--- src/design/ttc_pkg.sv ---
// Shared constants and types of the text terminal cursor engine.
`timescale 1ns / 1ps

package ttc_pkg;

  // Default geometry
  localparam int COLUMNS_DEF  = 80;
  localparam int ROWS_DEF     = 25;
  localparam int TAB_STOP_DEF = 8;

  // Item field widths
  localparam int MODE_W = 2;
  localparam int CHAR_W = 8;
  localparam int NCOL_W = 7;
  localparam int NROW_W = 5;
  localparam int IDX_W  = 11;
  localparam int POS_W  = 11;
  localparam int CELL_W = 16;

  // Request modes
  localparam logic [MODE_W-1:0] MODE_PUT   = 2'd0;
  localparam logic [MODE_W-1:0] MODE_MOVE  = 2'd1;
  localparam logic [MODE_W-1:0] MODE_CLEAR = 2'd2;
  localparam logic [MODE_W-1:0] MODE_READ  = 2'd3;

  // Control characters
  localparam logic [CHAR_W-1:0] CH_BS    = 8'd8;
  localparam logic [CHAR_W-1:0] CH_TAB   = 8'd9;
  localparam logic [CHAR_W-1:0] CH_LF    = 8'd10;
  localparam logic [CHAR_W-1:0] CH_CR    = 8'd13;
  localparam logic [CELL_W-1:0] CH_SPACE = 16'h0020;

  // Attribute after reset
  localparam logic [CELL_W-1:0] ATTR_RESET = 16'h0F00;

  // APB register map
  localparam int APB_AW = 3;
  localparam int APB_DW = 32;
  localparam logic REG_CELL_ATTR = 1'b0;

  // Cell store port control
  typedef struct packed {
    logic we;
    logic re;
  } ram_ctl_t;

endpackage

--- src/design/ttc_cfg_regs.sv ---
// APB register block holding the cell attribute.
`timescale 1ns / 1ps

module ttc_cfg_regs import ttc_pkg::*; (
  input  logic              clk,
  input  logic              rst_n,
  input  logic              psel,
  input  logic              penable,
  input  logic              pwrite,
  input  logic [APB_AW-1:0] paddr,
  input  logic [APB_DW-1:0] pwdata,
  output logic [APB_DW-1:0] prdata,
  output logic              pready,
  output logic [CELL_W-1:0] attr
);

  logic [CELL_W-1:0] attr_r;
  logic [CELL_W-1:0] attr_nxt;
  logic              hit;

  // the register is selected by the top address bit alone
  assign hit    = (paddr[APB_AW-1] == REG_CELL_ATTR);
  assign pready = 1'b1;

  always_comb begin
    attr_nxt = attr_r;
    if (psel && penable && pwrite && hit) begin
      attr_nxt = pwdata[CELL_W-1:0];
    end
  end

  always_ff @(posedge clk) begin
    if (!rst_n) begin
      attr_r <= ATTR_RESET;
    end else begin
      attr_r <= attr_nxt;
    end
  end

  // read back
  assign prdata = hit ? {{(APB_DW-CELL_W){1'b0}}, attr_r} : '0;
  assign attr   = attr_r;

endmodule

--- config.mk ---
export PLATFORM = sky130hd
export DESIGN_NAME = ttc_cfg_regs
export DESIGN_NICKNAME = d
export VERILOG_FILES = /design/src/design/ttc_pkg.sv /design/src/design/ttc_cfg_regs.sv
export SDC_FILE = /design/constraint.sdc
export NUM_CORES = 1
export LEC_CHECK = 0
export ABC_CLOCK_PERIOD_IN_PS = 900
export BUFFER_PORTS_ARGS = -buffer_cell sky130_fd_sc_hd__buf_2
export CORE_UTILIZATION = 36
export DETAILED_ROUTE_END_ITERATION = 10
export GPL_ROUTABILITY_DRIVEN = 0
export HOLD_SLACK_MARGIN = 0.12
export PLACE_DENSITY = 0.87
export SLEW_MARGIN = 0
export SYNTH_ARGS = -nofsm -noshare
export SYNTH_HDL_FRONTEND = slang
export SYNTH_SLANG_ARGS = --single-unit
--- constraint.sdc ---
create_clock -name clk -period 0.9 [get_ports clk]
set_input_delay 0.09 -clock clk [delete_from_list [all_inputs] [get_ports clk]]
set_output_delay 0.09 -clock clk [all_outputs]
set_load 0.02 [all_outputs]
==> results.md <==
- Run status: finished, violations left
- Violated checks: negative setup slack
- Clock-pin transition on the worst setup and hold timing paths: 0.09 ns
- Mean cell area of the mapped netlist: 8.75 um^2
- Overall routing resource usage: 17.2%
- Summed instance area of the synthesized netlist: 927 um^2
- Cell area after placement: 1160 um^2
- Maximum VDD drop: 1040 uV
- Power density over cell area: 953 nW/um^2
- Drt drc: 0
- Net switching component of the power: 0.454 mW
- Final global-route overflow total: 0
- Clock network power share: 28.4%
- Standard cell core area: 2450 um^2
- Logic depth of the worst register-to-register path: 4
- Most common cell after layout, fill and taps aside: sky130_fd_sc_hd__buf_6
- Antenna Violating Nets Remaining: 0
- Static power due to leakage: 0.809 nW
- Internal power: 1.18 mW
- Pin count of the biggest net entering global routing: 18
- Register share of total power: 45.1%
- Clock latency on the worst-skew pair: 0.28 ns
- Vias: 914
- Biggest area consumer among synthesized cells: sky130_fd_sc_hd__dfxtp_1
- Htree depth: 1
- Sw Ratio: 27.7%
- Worst clock skew: 0 ns
- Cell with the largest stage delay on the worst path: sky130_fd_sc_hd__dfxtp_2
- Number of buffer and inverter stages on the critical path: 1
- Warnings from Yosys: 0
- Final Hold Viols: 0
- Final HPWL from detailed placement: 1.29 mm
- Launching element type of the critical path: register
- Max Cap Violations: 0
- Root Buffer Master: sky130_fd_sc_hd__clkbuf_4
- Critical-path cell list: and2b_2, buf_6
- Stage delay of the slowest cell on the critical path: 0.33 ns
- Cell type group with the largest total delay on the critical path: flip-flops
- Register area share after synthesis: 34.5%
- Share of the synthesized area in the top cell type: 34.5%
- Number of input and output port buffers inserted: 53
- Final cell count without fillers: 214
- Final setup slack of the worst path: -0.132 ns
- Fraction of layout instances using a drive strength above 1: 54.9%
- Max Freq: 0.969 GHz
- CTS tree: yes
- Count of filler cells inserted in the layout: 204
- Flip-flop count of the largest register after layout: 16
- Antenna violations before repair: 0
- Chip Width: 52.8 um
- Final critical path time including I/O delays and setup: 1.03 ns
- Placed instance count: 184
- DRT iter0 DRCs: 3
- Data arrival at the endpoint of the critical path: 0.94 ns
- Setup repair after global routing missed its margin: yes
- Largest buffer count on any clock path: 2
- Most used cells in the layout excluding fill and tap cells: sky130_fd_sc_hd__buf_6, sky130_fd_sc_hd__nand2_1, sky130_fd_sc_hd__buf_2
- Final max-slew violation count: 0
- DRT Wirelength: 2.69 mm
- Vias in the first global route: 775
- Instance count on the critical path: 2
- Worst Setup Path Type: register to primary output
- Cell Rows: 18
- Cell count after synthesis: 106
- Antenna diode instance count: 0
- Count of unique library cells instantiated by Yosys: 11
- Register bit total from synthesis: 16
- Number of I/O pins: 89
- Initial cell density of the core: 37.8%
- Area enclosed by the die boundary: 2780 um^2
- Average wire per standard cell: 12.6 um
- Hold path cells: 3
- Hold WC Path Type: input port to register
- Part of the power in combinational logic: 26.5%
- Number of buffers created by CTS: 3
- Post-layout utilization of the core: 70.0%
- First-pass GRT wire length: 3.34 mm
- Finished Cell Area: 1720 um^2
- Layout overhead on the synthesized area: 85.4%
- Detailed Routing Iterations Pass 1: 3
- # setup viols final: 22
- Vias per std cell: 4.27
- Layout Nets: 225
- Die height: 52.8 um
- Worst path required time: 0.81 ns
- Nature of the critical path endpoint: primary output
- Tcrit/Tclk final: 115%
- CP Max Fanout: 2
- Top area cells in the synthesized netlist: sky130_fd_sc_hd__dfxtp_1, sky130_fd_sc_hd__mux2i_1, sky130_fd_sc_hd__buf_4
- Sink Count: 16
-- through the flow --
stage               worst slack [ns]  TNS [ns]  hold slack (ns)  total power [mW]
detailed placement           -0.0447    -0.473            0.345              1.04
global placement             -0.0279    -0.308            0.338              1.04
finish                        -0.132     -1.85            0.203              1.64
CTS                           -0.141     -2.07            0.174              1.61
floorplan                    0.00427         0            0.232             0.998
global route                  -0.185     -3.03            0.189              1.74
-- path summary, 6_finish.rpt --
path / slack (ns) / endpoint / startpoint
max reg2reg: 0.13 / attr[3] / attr[3]
min reg2reg: 0.46 / attr[1] / attr[1]
min: 0.20 / attr[4] / rst_n
max: -0.13 / prdata[13] / attr[13]
-- power groups by stage --
stage | Combinational [mW] | Clock (mW) | Sequential [mW]
6_report | 0.433 | 0.465 | 0.739
3_5_place_dp | 0.291 | 0 | 0.750
2_1_floorplan | 0.230 | 0 | 0.768
4_1_cts | 0.379 | 0.497 | 0.736
3_3_place_gp | 0.288 | 0 | 0.749
5_1_grt | 0.463 | 0.533 | 0.741
-- synth_stat cells --
cell type and instances:
sky130_fd_sc_hd__and2b_2 6, sky130_fd_sc_hd__and4b_1 1, sky130_fd_sc_hd__buf_12 1, sky130_fd_sc_hd__buf_4 17
sky130_fd_sc_hd__buf_6 1, sky130_fd_sc_hd__clkbuf_1 4, sky130_fd_sc_hd__conb_1 2, sky130_fd_sc_hd__dfxtp_1 16
sky130_fd_sc_hd__mux2i_1 16, sky130_fd_sc_hd__nand2_1 24, sky130_fd_sc_hd__nor2b_1 18
-- repair_timing --
action / 4_1_cts / 5_1_grt
endpoints found under the hold margin: 16 / 0
pin swaps: 0 / 0
endpoints found under the setup margin: 31 / 32
resized for setup: 56 / 37
hold buffers: 16 / 0
buffers inserted: 6 / 4
-- tightest hold or removal path: stages --
cell and delay (ns):
sky130_fd_sc_hd__buf_2 0.20, sky130_fd_sc_hd__nand2_1 0.10, sky130_fd_sc_hd__mux2i_1 0.05
-- routing by layer --
layer	part of all wire [%]	vias to the layer above	track usage, %
met2	59	37	35.4
met3	4.1	0	5.51
li1	-	454	-
met4	0	0	3.95
met5	0	-	0
met1	37	423	15.6
-- cell families (layout without fill, tap and decap cells) --
| logic type | count (synthesis) | after routing | synth area share, % |
|---|---|---|---|
| other cells | 2 | 17 | 0.810 |
| mux | 16 | 16 | 17.3 |
| buf+inv | 23 | 86 | 18.8 |
| flops | 16 | 16 | 34.5 |
| simple gates | 49 | 49 | 28.6 |
-- layout make-up --
| cell class | instances | area [um^2] | area share (%) |
|---|---|---|---|
| multi-input cells | 82 | 557 | 32.4 |
| clock buffers | 4 | 36.3 | 2.11 |
| repair buffers | 82 | 748 | 43.5 |
| flip-flops and latches | 16 | 340 | 19.8 |
| well taps | 30 | 37.5 | 2.18 |
(Power assumes the default switching activity.)
