==> config.mk <==
export PLATFORM = sky130hd
export DESIGN_NAME = ttc_seq
export DESIGN_NICKNAME = d
export VERILOG_FILES = /design/src/design/ttc_pkg.sv /design/src/design/ttc_seq.sv
export SDC_FILE = /design/constraint.sdc
export NUM_CORES = 1
export LEC_CHECK = 0
export BUFFER_PORTS_ARGS = -buffer_cell sky130_fd_sc_hd__buf_2
export CAP_MARGIN = 25
export CORE_ASPECT_RATIO = 1.5
export CORE_MARGIN = 2
export CORE_UTILIZATION = 40
export DETAILED_ROUTE_END_ITERATION = 8
export PLACE_DENSITY = 0.61
export SLEW_MARGIN = 20
export SYNTH_ARGS = -nofsm -noshare
export SYNTH_HDL_FRONTEND = slang
export SYNTH_SLANG_ARGS = --single-unit
==> constraint.sdc <==
create_clock -name clk -period 9.2 [get_ports clk]
set_input_delay 0.46 -clock clk [delete_from_list [all_inputs] [get_ports clk]]
set_output_delay 0.46 -clock clk [all_outputs]
set_load 0.05 [all_outputs]
==> src/design/ttc_pkg.sv <==
// Shared constants and types of the text terminal cursor engine.
`timescale 1ns / 1ps

package ttc_pkg;

  // Default geometry
  localparam int COLUMNS_DEF  = 80;
  localparam int ROWS_DEF     = 25;
  localparam int TAB_STOP_DEF = 8;

  // Item field widths
  localparam int MODE_W = 2;
  localparam int CHAR_W = 8;
  localparam int NCOL_W = 7;
  localparam int NROW_W = 5;
  localparam int IDX_W  = 11;
  localparam int POS_W  = 11;
  localparam int CELL_W = 16;

  // Request modes
  localparam logic [MODE_W-1:0] MODE_PUT   = 2'd0;
  localparam logic [MODE_W-1:0] MODE_MOVE  = 2'd1;
  localparam logic [MODE_W-1:0] MODE_CLEAR = 2'd2;
  localparam logic [MODE_W-1:0] MODE_READ  = 2'd3;

  // Control characters
  localparam logic [CHAR_W-1:0] CH_BS    = 8'd8;
  localparam logic [CHAR_W-1:0] CH_TAB   = 8'd9;
  localparam logic [CHAR_W-1:0] CH_LF    = 8'd10;
  localparam logic [CHAR_W-1:0] CH_CR    = 8'd13;
  localparam logic [CELL_W-1:0] CH_SPACE = 16'h0020;

  // Attribute after reset
  localparam logic [CELL_W-1:0] ATTR_RESET = 16'h0F00;

  // APB register map
  localparam int APB_AW = 3;
  localparam int APB_DW = 32;
  localparam logic REG_CELL_ATTR = 1'b0;

  // Cell store port control
  typedef struct packed {
    logic we;
    logic re;
  } ram_ctl_t;

endpackage

==> src/design/ttc_seq.sv <==
// Request sequencer: cursor logic and the shared sweep counter for fill and scroll.
`timescale 1ns / 1ps

module ttc_seq import ttc_pkg::*; #(
  parameter int COLUMNS  = COLUMNS_DEF,
  parameter int ROWS     = ROWS_DEF,
  parameter int TAB_STOP = TAB_STOP_DEF,
  parameter int ADDR_W   = $clog2(COLUMNS_DEF * ROWS_DEF)
) (
  input  logic              clk,
  input  logic              rst_n,
  // request side
  input  logic              in_valid,
  output logic              in_ready,
  input  logic [MODE_W-1:0] in_mode,
  input  logic [CHAR_W-1:0] in_char_code,
  input  logic [NCOL_W-1:0] in_new_column,
  input  logic [NROW_W-1:0] in_new_row,
  input  logic [IDX_W-1:0]  in_cell_index,
  // attribute
  input  logic [CELL_W-1:0] attr,
  // cell store
  output ram_ctl_t          ram_ctl,
  output logic [ADDR_W-1:0] ram_waddr,
  output logic [CELL_W-1:0] ram_wdata,
  output logic [ADDR_W-1:0] ram_raddr,
  input  logic [CELL_W-1:0] ram_rdata,
  // result side
  output logic              out_valid,
  input  logic              out_ready,
  output logic [POS_W-1:0]  out_cursor_position,
  output logic [CELL_W-1:0] out_cell_data,
  output logic              out_scrolled
);

  localparam int CW    = $clog2(COLUMNS);
  localparam int RW    = (ROWS > 1) ? $clog2(ROWS) : 1;
  localparam int CELLS = COLUMNS * ROWS;

  localparam logic [ADDR_W-1:0] COLS_A = ADDR_W'(COLUMNS);
  localparam logic [ADDR_W-1:0] LAST_A = ADDR_W'(CELLS - 1);
  localparam logic [ADDR_W-1:0] BOT_A  = ADDR_W'(CELLS - COLUMNS);
  localparam logic [CW-1:0]     LAST_C = CW'(COLUMNS - 1);
  localparam logic [RW-1:0]     LAST_R = RW'(ROWS - 1);

  // sequencer states
  localparam logic [2:0] S_INIT   = 3'd0;
  localparam logic [2:0] S_IDLE   = 3'd1;
  localparam logic [2:0] S_EXEC   = 3'd2;
  localparam logic [2:0] S_COPY   = 3'd3;
  localparam logic [2:0] S_DRAIN  = 3'd4;
  localparam logic [2:0] S_FILL   = 3'd5;
  localparam logic [2:0] S_RDWAIT = 3'd6;
  localparam logic [2:0] S_DONE   = 3'd7;

  logic [2:0]        state_r, state_nxt;
  logic [ADDR_W-1:0] cnt_r, cnt_nxt;
  logic [CW-1:0]     col_r, col_nxt;
  logic [RW-1:0]     row_r, row_nxt;
  logic              cp_we_r, cp_we_nxt;
  logic [ADDR_W-1:0] cp_wa_r, cp_wa_nxt;
  logic              out_valid_r, out_valid_nxt;

  logic [MODE_W-1:0] mode_r, mode_nxt;
  logic [CHAR_W-1:0] code_r, code_nxt;
  logic [NCOL_W-1:0] ncol_r, ncol_nxt;
  logic [NROW_W-1:0] nrow_r, nrow_nxt;
  logic [IDX_W-1:0]  idx_r, idx_nxt;
  logic              scr_r, scr_nxt;
  logic [CELL_W-1:0] data_r, data_nxt;
  logic [POS_W-1:0]  opos_r, opos_nxt;
  logic [CELL_W-1:0] odata_r, odata_nxt;
  logic              oscr_r, oscr_nxt;

  logic [ADDR_W-1:0] cur_addr;
  logic [CELL_W-1:0] blank;

  // put-character decode
  logic [CW-1:0]     p_col;
  logic [RW-1:0]     p_row;
  logic              p_we;
  logic [ADDR_W-1:0] p_wa;
  logic [CELL_W-1:0] p_wd;
  logic              p_scroll;
  logic              last_row;

  // tab stops per column
  logic              tab_wrap [COLUMNS];
  logic [CW-1:0]     tab_col  [COLUMNS];

  for (genvar g = 0; g < COLUMNS; g++) begin : g_tab
    localparam int NXT = ((g / TAB_STOP) + 1) * TAB_STOP;
    assign tab_wrap[g] = (NXT >= COLUMNS);
    assign tab_col[g]  = CW'(NXT);
  end

  assign cur_addr = ADDR_W'(row_r) * COLS_A + ADDR_W'(col_r);
  assign blank    = attr | CH_SPACE;
  assign last_row = (row_r == LAST_R);

  // cursor update for mode 0
  always_comb begin
    p_col    = col_r;
    p_row    = row_r;
    p_we     = 1'b0;
    p_wa     = cur_addr;
    p_wd     = attr | {{(CELL_W-CHAR_W){1'b0}}, code_r};
    p_scroll = 1'b0;
    case (code_r)
      CH_BS: begin
        p_wd = blank;
        p_wa = cur_addr - ADDR_W'(1);
        if (col_r != '0) begin
          p_col = col_r - CW'(1);
          p_we  = 1'b1;
        end else if (row_r != '0) begin
          p_col = LAST_C;
          p_row = row_r - RW'(1);
          p_we  = 1'b1;
        end
      end
      CH_TAB: begin
        if (tab_wrap[col_r]) begin
          p_col    = '0;
          p_row    = last_row ? row_r : row_r + RW'(1);
          p_scroll = last_row;
        end else begin
          p_col = tab_col[col_r];
        end
      end
      CH_CR: begin
        p_col = '0;
      end
      CH_LF: begin
        p_col    = '0;
        p_row    = last_row ? row_r : row_r + RW'(1);
        p_scroll = last_row;
      end
      default: begin
        p_we = 1'b1;
        if (col_r == LAST_C) begin
          p_col    = '0;
          p_row    = last_row ? row_r : row_r + RW'(1);
          p_scroll = last_row;
        end else begin
          p_col = col_r + CW'(1);
        end
      end
    endcase
  end

  // sequencer
  always_comb begin
    state_nxt     = state_r;
    cnt_nxt       = cnt_r;
    col_nxt       = col_r;
    row_nxt       = row_r;
    cp_we_nxt     = 1'b0;
    cp_wa_nxt     = cp_wa_r;
    out_valid_nxt = out_valid_r && !out_ready;
    mode_nxt      = mode_r;
    code_nxt      = code_r;
    ncol_nxt      = ncol_r;
    nrow_nxt      = nrow_r;
    idx_nxt       = idx_r;
    scr_nxt       = scr_r;
    data_nxt      = data_r;
    opos_nxt      = opos_r;
    odata_nxt     = odata_r;
    oscr_nxt      = oscr_r;
    ram_ctl       = '0;
    ram_waddr     = cp_wa_r;
    ram_wdata     = ram_rdata;
    ram_raddr     = cnt_r;

    // pending scroll copy write
    if (cp_we_r) begin
      ram_ctl.we = 1'b1;
    end

    case (state_r)
      S_INIT: begin
        ram_ctl.we = 1'b1;
        ram_waddr  = cnt_r;
        ram_wdata  = ATTR_RESET | CH_SPACE;
        if (cnt_r == LAST_A) begin
          cnt_nxt   = '0;
          state_nxt = S_IDLE;
        end else begin
          cnt_nxt = cnt_r + ADDR_W'(1);
        end
      end
      S_IDLE: begin
        if (in_valid) begin
          mode_nxt  = in_mode;
          code_nxt  = in_char_code;
          ncol_nxt  = in_new_column;
          nrow_nxt  = in_new_row;
          idx_nxt   = in_cell_index;
          scr_nxt   = 1'b0;
          data_nxt  = '0;
          state_nxt = S_EXEC;
        end
      end
      S_EXEC: begin
        case (mode_r)
          MODE_PUT: begin
            col_nxt    = p_col;
            row_nxt    = p_row;
            ram_ctl.we = p_we;
            ram_waddr  = p_wa;
            ram_wdata  = p_wd;
            if (p_scroll) begin
              scr_nxt   = 1'b1;
              cnt_nxt   = COLS_A;
              state_nxt = S_COPY;
            end else begin
              state_nxt = S_DONE;
            end
          end
          MODE_MOVE: begin
            col_nxt = (32'(ncol_r) > 32'(COLUMNS - 1)) ? LAST_C : CW'(ncol_r);
            row_nxt = (32'(nrow_r) > 32'(ROWS - 1)) ? LAST_R : RW'(nrow_r);
            state_nxt = S_DONE;
          end
          MODE_CLEAR: begin
            col_nxt   = '0;
            row_nxt   = '0;
            cnt_nxt   = '0;
            state_nxt = S_FILL;
          end
          default: begin
            if (32'(idx_r) < 32'(CELLS)) begin
              ram_ctl.re = 1'b1;
              ram_raddr  = ADDR_W'(idx_r);
              state_nxt  = S_RDWAIT;
            end else begin
              state_nxt = S_DONE;
            end
          end
        endcase
      end
      S_COPY: begin
        // read one row ahead, write it back in the next cycle
        ram_ctl.re = 1'b1;
        ram_raddr  = cnt_r;
        cp_we_nxt  = 1'b1;
        cp_wa_nxt  = cnt_r - COLS_A;
        if (cnt_r == LAST_A) begin
          state_nxt = S_DRAIN;
        end else begin
          cnt_nxt = cnt_r + ADDR_W'(1);
        end
      end
      S_DRAIN: begin
        cnt_nxt   = BOT_A;
        state_nxt = S_FILL;
      end
      S_FILL: begin
        ram_ctl.we = 1'b1;
        ram_waddr  = cnt_r;
        ram_wdata  = blank;
        if (cnt_r == LAST_A) begin
          state_nxt = S_DONE;
        end else begin
          cnt_nxt = cnt_r + ADDR_W'(1);
        end
      end
      S_RDWAIT: begin
        data_nxt  = ram_rdata;
        state_nxt = S_DONE;
      end
      default: begin
        // S_DONE: hand the result to the output register
        if (!out_valid_r || out_ready) begin
          out_valid_nxt = 1'b1;
          opos_nxt      = POS_W'(cur_addr);
          odata_nxt     = data_r;
          oscr_nxt      = scr_r;
          state_nxt     = S_IDLE;
        end
      end
    endcase
  end

  // control state
  always_ff @(posedge clk) begin
    if (!rst_n) begin
      state_r     <= S_INIT;
      cnt_r       <= '0;
      col_r       <= '0;
      row_r       <= '0;
      cp_we_r     <= 1'b0;
      out_valid_r <= 1'b0;
    end else begin
      state_r     <= state_nxt;
      cnt_r       <= cnt_nxt;
      col_r       <= col_nxt;
      row_r       <= row_nxt;
      cp_we_r     <= cp_we_nxt;
      out_valid_r <= out_valid_nxt;
    end
  end

  // payload
  always_ff @(posedge clk) begin
    cp_wa_r <= cp_wa_nxt;
    mode_r  <= mode_nxt;
    code_r  <= code_nxt;
    ncol_r  <= ncol_nxt;
    nrow_r  <= nrow_nxt;
    idx_r   <= idx_nxt;
    scr_r   <= scr_nxt;
    data_r  <= data_nxt;
    opos_r  <= opos_nxt;
    odata_r <= odata_nxt;
    oscr_r  <= oscr_nxt;
  end

  assign in_ready            = (state_r == S_IDLE);
  assign out_valid           = out_valid_r;
  assign out_cursor_position = opos_r;
  assign out_cell_data       = odata_r;
  assign out_scrolled        = oscr_r;

endmodule

==> results of run 1 <==
[stage by stage]
stage / setup slack (ns) / instance area (sq um) / util [%]
detailed placement: 5.69 / 7360 / 45.7
floorplan: 5.71 / 6540 / -
CTS: 5.24 / 7990 / 49.6
global route: 4.92 / 8000 / 49.6
finish: 5.21 / 8000 / 49.6
global placement: 5.85 / 7360 / 45.7
[sequential cells by signal (all words and copies together), names as in the netlist, 2 cells and up]
name / cells
out_cell_data: 16
nrow_r: 5
idx_r: 11
out_cursor_position: 11
cp_wa_r: 11
mode_r: 2
data_r: 16
row_r: 5
col_r: 7
cnt_r: 11
code_r: 8
state_r: 3
ncol_r: 7
[path summary, 6_finish.rpt]
path / from / end / slack, ns / cells after the start
setup / recovery: state_r[0] / ram_waddr[0] / 5.21 / 6
hold / removal: in_cell_index[10] / idx_r[10] / 0.22 / 1
setup reg to reg: state_r[0] / cnt_r[5] / 5.86 / 6
hold reg to reg: scr_r / out_scrolled / 0.42 / 0
[worst max-delay path: stages, from the launching register on]
cell	delay (ns)
dfxtp_1	0.59
or3b_2	0.65
nor2_1	0.76
nor2_1	0.45
a22oi_1	0.27
o21ai_0	0.14
buf_2	0.25
[cell usage in the layout (no fill, tap or decap), types with 23 or more instances in the layout]
cell,instances
a21oi_1,36
a22oi_1,23
buf_2,138
dfxtp_1,28
edfxtp_1,89
ha_1,27
inv_1,25
nand2_1,56
nor2_1,47
o21ai_0,53
[layer usage]
layer	vias to the layer above	part of all wire, %	global-route usage, %
met5	-	0	0
met4	0	3.4	10.7
met3	49	7.0	4.42
met2	284	50	38.3
met1	2686	40	28.5
li1	2653	-	-
[logic make-up after synthesis]
| family | count (synthesis) |
|---|---|
| AND/OR/NAND/NOR | 203 |
| AO/OA/AOI/OAI | 191 |
| flip-flops | 117 |
| buffers and inverters | 58 |
| XOR/XNOR | 32 |
| adder cells (fa/ha/maj) | 30 |
| multiplexers | 11 |
[layout make-up]
type	instances	area (sq um)	share of cell area, %
clock buffer	18	429	5.36
clock inverter	14	201	2.52
inverter	26	97.6	1.22
tap	206	258	3.22
multi-input combinational	467	3060	38.3
timing repair buffer	142	721	9.01
sequential	117	3230	40.4
[synthesized netlist by cell type (all sizes together) (5+ instances only)]
cell	n	area, sq um
o21ai	55	275
nor3	8	40.0
inv	25	93.8
xnor2	16	140
edfxtp	89	2670
nor2	47	176
nor3b	5	37.5
nor4	7	43.8
a21o	6	45.0
nand3	19	95.1
o22ai	12	75.1
nor2b	6	37.5
a21oi	36	180
clkbuf	26	108
buf	6	40.0
o32ai	5	43.8
a211oi	15	125
a31oi	9	56.3
mux2	10	113
a22oi	23	173
nand2	56	210
and2	19	119
dfxtp	28	561
and3	6	37.5
o31ai	6	50.1
nand2b	10	62.6
xor2	16	140
ha	27	338
[power by group]
part | internal, W | switching (W)
Combinational | 0.000107 | 0.000307
Sequential | 0.000612 | 0.0000458
Clock | 0.000456 | 0.000256
==> flow_metrics.tcl, run 1 <==
set metrics [dict create \
    status "complete, no violations" \
    gp_congestion 0.870 \
    routed_wl_um 19600 \
    htreeDepth 4 \
    synthMuxAreaShare_pct 1.88 \
    yosys.cell_types.count 62 \
    yosys_most_used_dff "edfxtp_1" \
    cts_tree "built" \
    fin_nets 870 \
    relSlewSlack_pct 33.5 \
    drive_gt1_share_pct 24.9 \
    required_ns 8.74 \
    fill_cells 1493 \
    synthSimpleGateAreaFrac_pct 15.5 \
    overflow 0 \
    period_needed_ns 3.99 \
    tightest_slew_ns 0.991 \
    postCtsSetupBuffers 0 \
    areaGrowthSynthToFinish_pct 22.4 \
    synth_edf_count 89 \
    cts_resized 0 \
    final_antenna_net_count 0 \
    max_freq_mhz 251 \
    grt_pass1_vias 5757 \
    netlist_area_sq_mm 0.00654 \
    clkTransAtPathRegs_ns 0.06 \
    stdcell_count 990 \
    seq_area_frac_synth_pct 49.5 \
    synth_nets 741 \
    drc 0 \
    portBuffers 138 \
    fin_total_pwr_w 0.00178 \
    arrival_ns 3.53 \
    setup_viol 0 \
    ys_async_sr_fraction_pct 0 \
    max-clock-path-buffers 2 \
    fin_setup_tns_ns 0 \
    cellLeakagePower_nw 3.17 \
    drt_first_pass_iters 5 \
    antenna_found_initial 0 \
    root_buffer "clkbuf_16" \
    synth-xor-area-share_pct 4.29 \
    grt_usage_pct 23.0 \
    synth-compound-area-share_pct 19.0 \
    die_h_um 161 \
    routedWlPerCell_um 19.8 \
    holdWs_ns 0.219 \
    cts.sinks 117 \
    synthCells 642 \
    die_area_sq_mm 0.0174 \
    antenna_cells 0 \
    critPathLaunchType "flop" \
    die_w_um 108 \
    grt_pass1_wl_um 30600 \
    ys_warn_count 0 \
    grt_max_degree 34 \
    rsz0062_at_grt "no" \
    ctsHoldBuffers 0 \
    fp.coreArea_sq_mm 0.0161 \
    synth_top_family_by_area "compound AO/OA/AOI/OAI gates" \
    hold_class "input port to flop" \
    cts_buffers 17 \
    period_share_pct 43.3 \
    hold_viol 0 \
    synth_seq_cells 117 \
    routed-via-count 5672 \
    syn_avg_cell_area_sq_um 10.2 \
    initial_core_util_pct 40.6 \
    rows 57 \
    path_class "flop to output pin" \
    drtIter0Drc 423 \
    p_per_area_mw_per_mm2 223 \
    dp.cells 957 \
    end_kind "output pin" \
    maxCapViolCount 0 \
    clk_latency_ns 0.41 \
    dp_hpwl_um 14600 \
    synth-adder-area-share_pct 6.09 \
    io_pins 139 \
    vdd_drop_max_mv 0.114 \
    final_max_slew_viol_count 0 \
    crit_fanout 27 \
    finalClockSkew_ns 0.0101 \
    drt-vias-per-instance 5.73 \
]
Note: power is estimated with default switching activity, not from simulation.
==> run 2: changes to the inputs <==
clock period = 3.8 ns   (was 9.2 ns; I/O delays follow)
==> run 2 against run 1 <==
  * Worst hold slack worse by 0.14 ns
  * Via count stayed put
  * Sequential share of layout area is 1.8 points lower
  * Sequential power is 140% higher
  * Count of clock-buffer cells in the layout is 1 lower
  * Die area stayed put
  * Wire length is 3.6% lower
  * First-iteration DRC count is 0.95% lower
  * Combinational power grew to 2.6 times the previous value
  * Critical path type unchanged
==> flow_metrics.tcl, run 2 (synthesis gave the netlist of run 1 again) <==
set metrics [dict create \
    rsz0062_at_grt "no" \
    fin_setup_tns_ns 0 \
    critPathLaunchType "flop" \
    root_buffer "clkbuf_16" \
    holdWs_ns 0.0795 \
    antenna_found_initial 0 \
    io_pins 139 \
    p_per_area_mw_per_mm2 520 \
    areaGrowthSynthToFinish_pct 28.1 \
    finalClockSkew_ns 0.00887 \
    drtIter0Drc 419 \
    grt_max_degree 29 \
    die_w_um 108 \
    final_max_slew_viol_count 0 \
    placed_area_sq_mm 0.00741 \
    period_share_pct 92.3 \
    die_h_um 161 \
    routed_wl_um 18900 \
    rows 57 \
    setup_viol 0 \
    antenna_cells 0 \
    crit_fanout 12 \
    fin_nets 909 \
    grt_pass1_vias 5630 \
    routedWlPerCell_um 18.4 \
    maxCapViolCount 0 \
    clk_latency_ns 0.42 \
    grt_pass1_wl_um 29800 \
    drt_first_pass_iters 5 \
    vdd_drop_max_mv 0.297 \
    cts_buffers 17 \
    fp.coreArea_sq_mm 0.0161 \
    drc 0 \
    end_kind "output pin" \
    dp_hpwl_um 14000 \
    grt_usage_pct 22.2 \
    arrival_ns 3.32 \
    required_ns 3.61 \
    multi_input_area_sq_mm 0.00306 \
    drive_gt1_share_pct 24.4 \
    fill_cells 1493 \
    clkTransAtPathRegs_ns 0.05 \
    period_needed_ns 3.51 \
    path_class "flop to output pin" \
    place_ws_ns 0.616 \
    initial_core_util_pct 40.6 \
    gp_congestion 0.897 \
    layout_commonest_cell "buf_2" \
    portBuffers 138 \
    cts_resized 0 \
    postLayoutCellArea_sq_mm 0.00837 \
    final_antenna_net_count 0 \
    die_area_sq_mm 0.0174 \
    cts_tree "built" \
    overflow 0 \
    max_freq_mhz 285 \
    max-clock-path-buffers 2 \
    cellLeakagePower_nw 3.34 \
    hold_class "input port to flop" \
    routed-via-count 5672 \
    status "complete, no violations" \
    relSlewSlack_pct 46.2 \
    cts.sinks 117 \
    hold_viol 0 \
    seq_area_sq_mm 0.00323 \
    drt-vias-per-instance 5.51 \
    tightest_slew_ns 0.803 \
    mostFrequentLayoutCells "138 x buf_2, 89 x edfxtp_1, 56 x nand2_1, 53 x o21ai_0, 47 x nor2_1" \
    htreeDepth 4 \
    setup_ws_ns 0.294 \
]
-- run 2: repair_timing --
action | in CTS | in global routing
setup buffers | 0 | 0
endpoints found under the hold margin | 33 | 0
hold buffers | 33 | 0
-- run 2: final cells by class --
type | count | share of cell area (%)
inverter | 26 | 1.17
timing repair buffer | 181 | 13.1
sequential | 117 | 38.6
clock buffer | 17 | 5.08
tap | 206 | 3.08
clock inverter | 15 | 2.44
multi-input combinational | 467 | 36.5
-- run 2: layer usage --
layer / up-vias / share of wire, % / wire length (um) / track usage (%)
met2: 205 / 52 / 9760 / 39.1
li1: 2737 / - / - / -
met1: 2707 / 41 / 7810 / 27.2
met4: 0 / 1.6 / 298 / 7.69
met3: 23 / 5.4 / 1020 / 3.41
met5: - / 0 / 0 / 0
-- run 2: through the flow --
step	cells	power (W)	utilization [%]
2_1_floorplan	642	0.00233	-
3_3_place_gp	964	0.00261	46.0
3_5_place_dp	964	0.00263	46.0
4_1_cts	1029	0.00438	52.0
5_1_grt	1029	0.00454	52.0
6_report	1029	0.00436	52.0
-- run 2: worst paths after layout --
check                     from                 to  slack [ns]  cells after the start
setup reg to reg     code_r[5]           row_r[4]        0.60                     10
hold reg to reg     data_r[14]  out_cell_data[14]        0.42                      0
setup / recovery     code_r[5]      ram_waddr[10]        0.29                      8
hold / removal    ram_rdata[3]          data_r[3]        0.08                      2
-- run 2: report_power, final --
part	switching (W)	internal, W
clock	0.000625	0.00110
sequential	0.0000713	0.00148
combinational	0.000784	0.000292
-- run 2: worst max-delay path: stages, from the launching register on --
cell and delay (ns):
edfxtp_1 0.41, or4_4 0.58, or4_4 0.61, inv_1 0.21, nand4b_1 0.15, nor4_1 0.32, xnor2_1 0.17, o21ai_1 0.15
buf_2 0.30
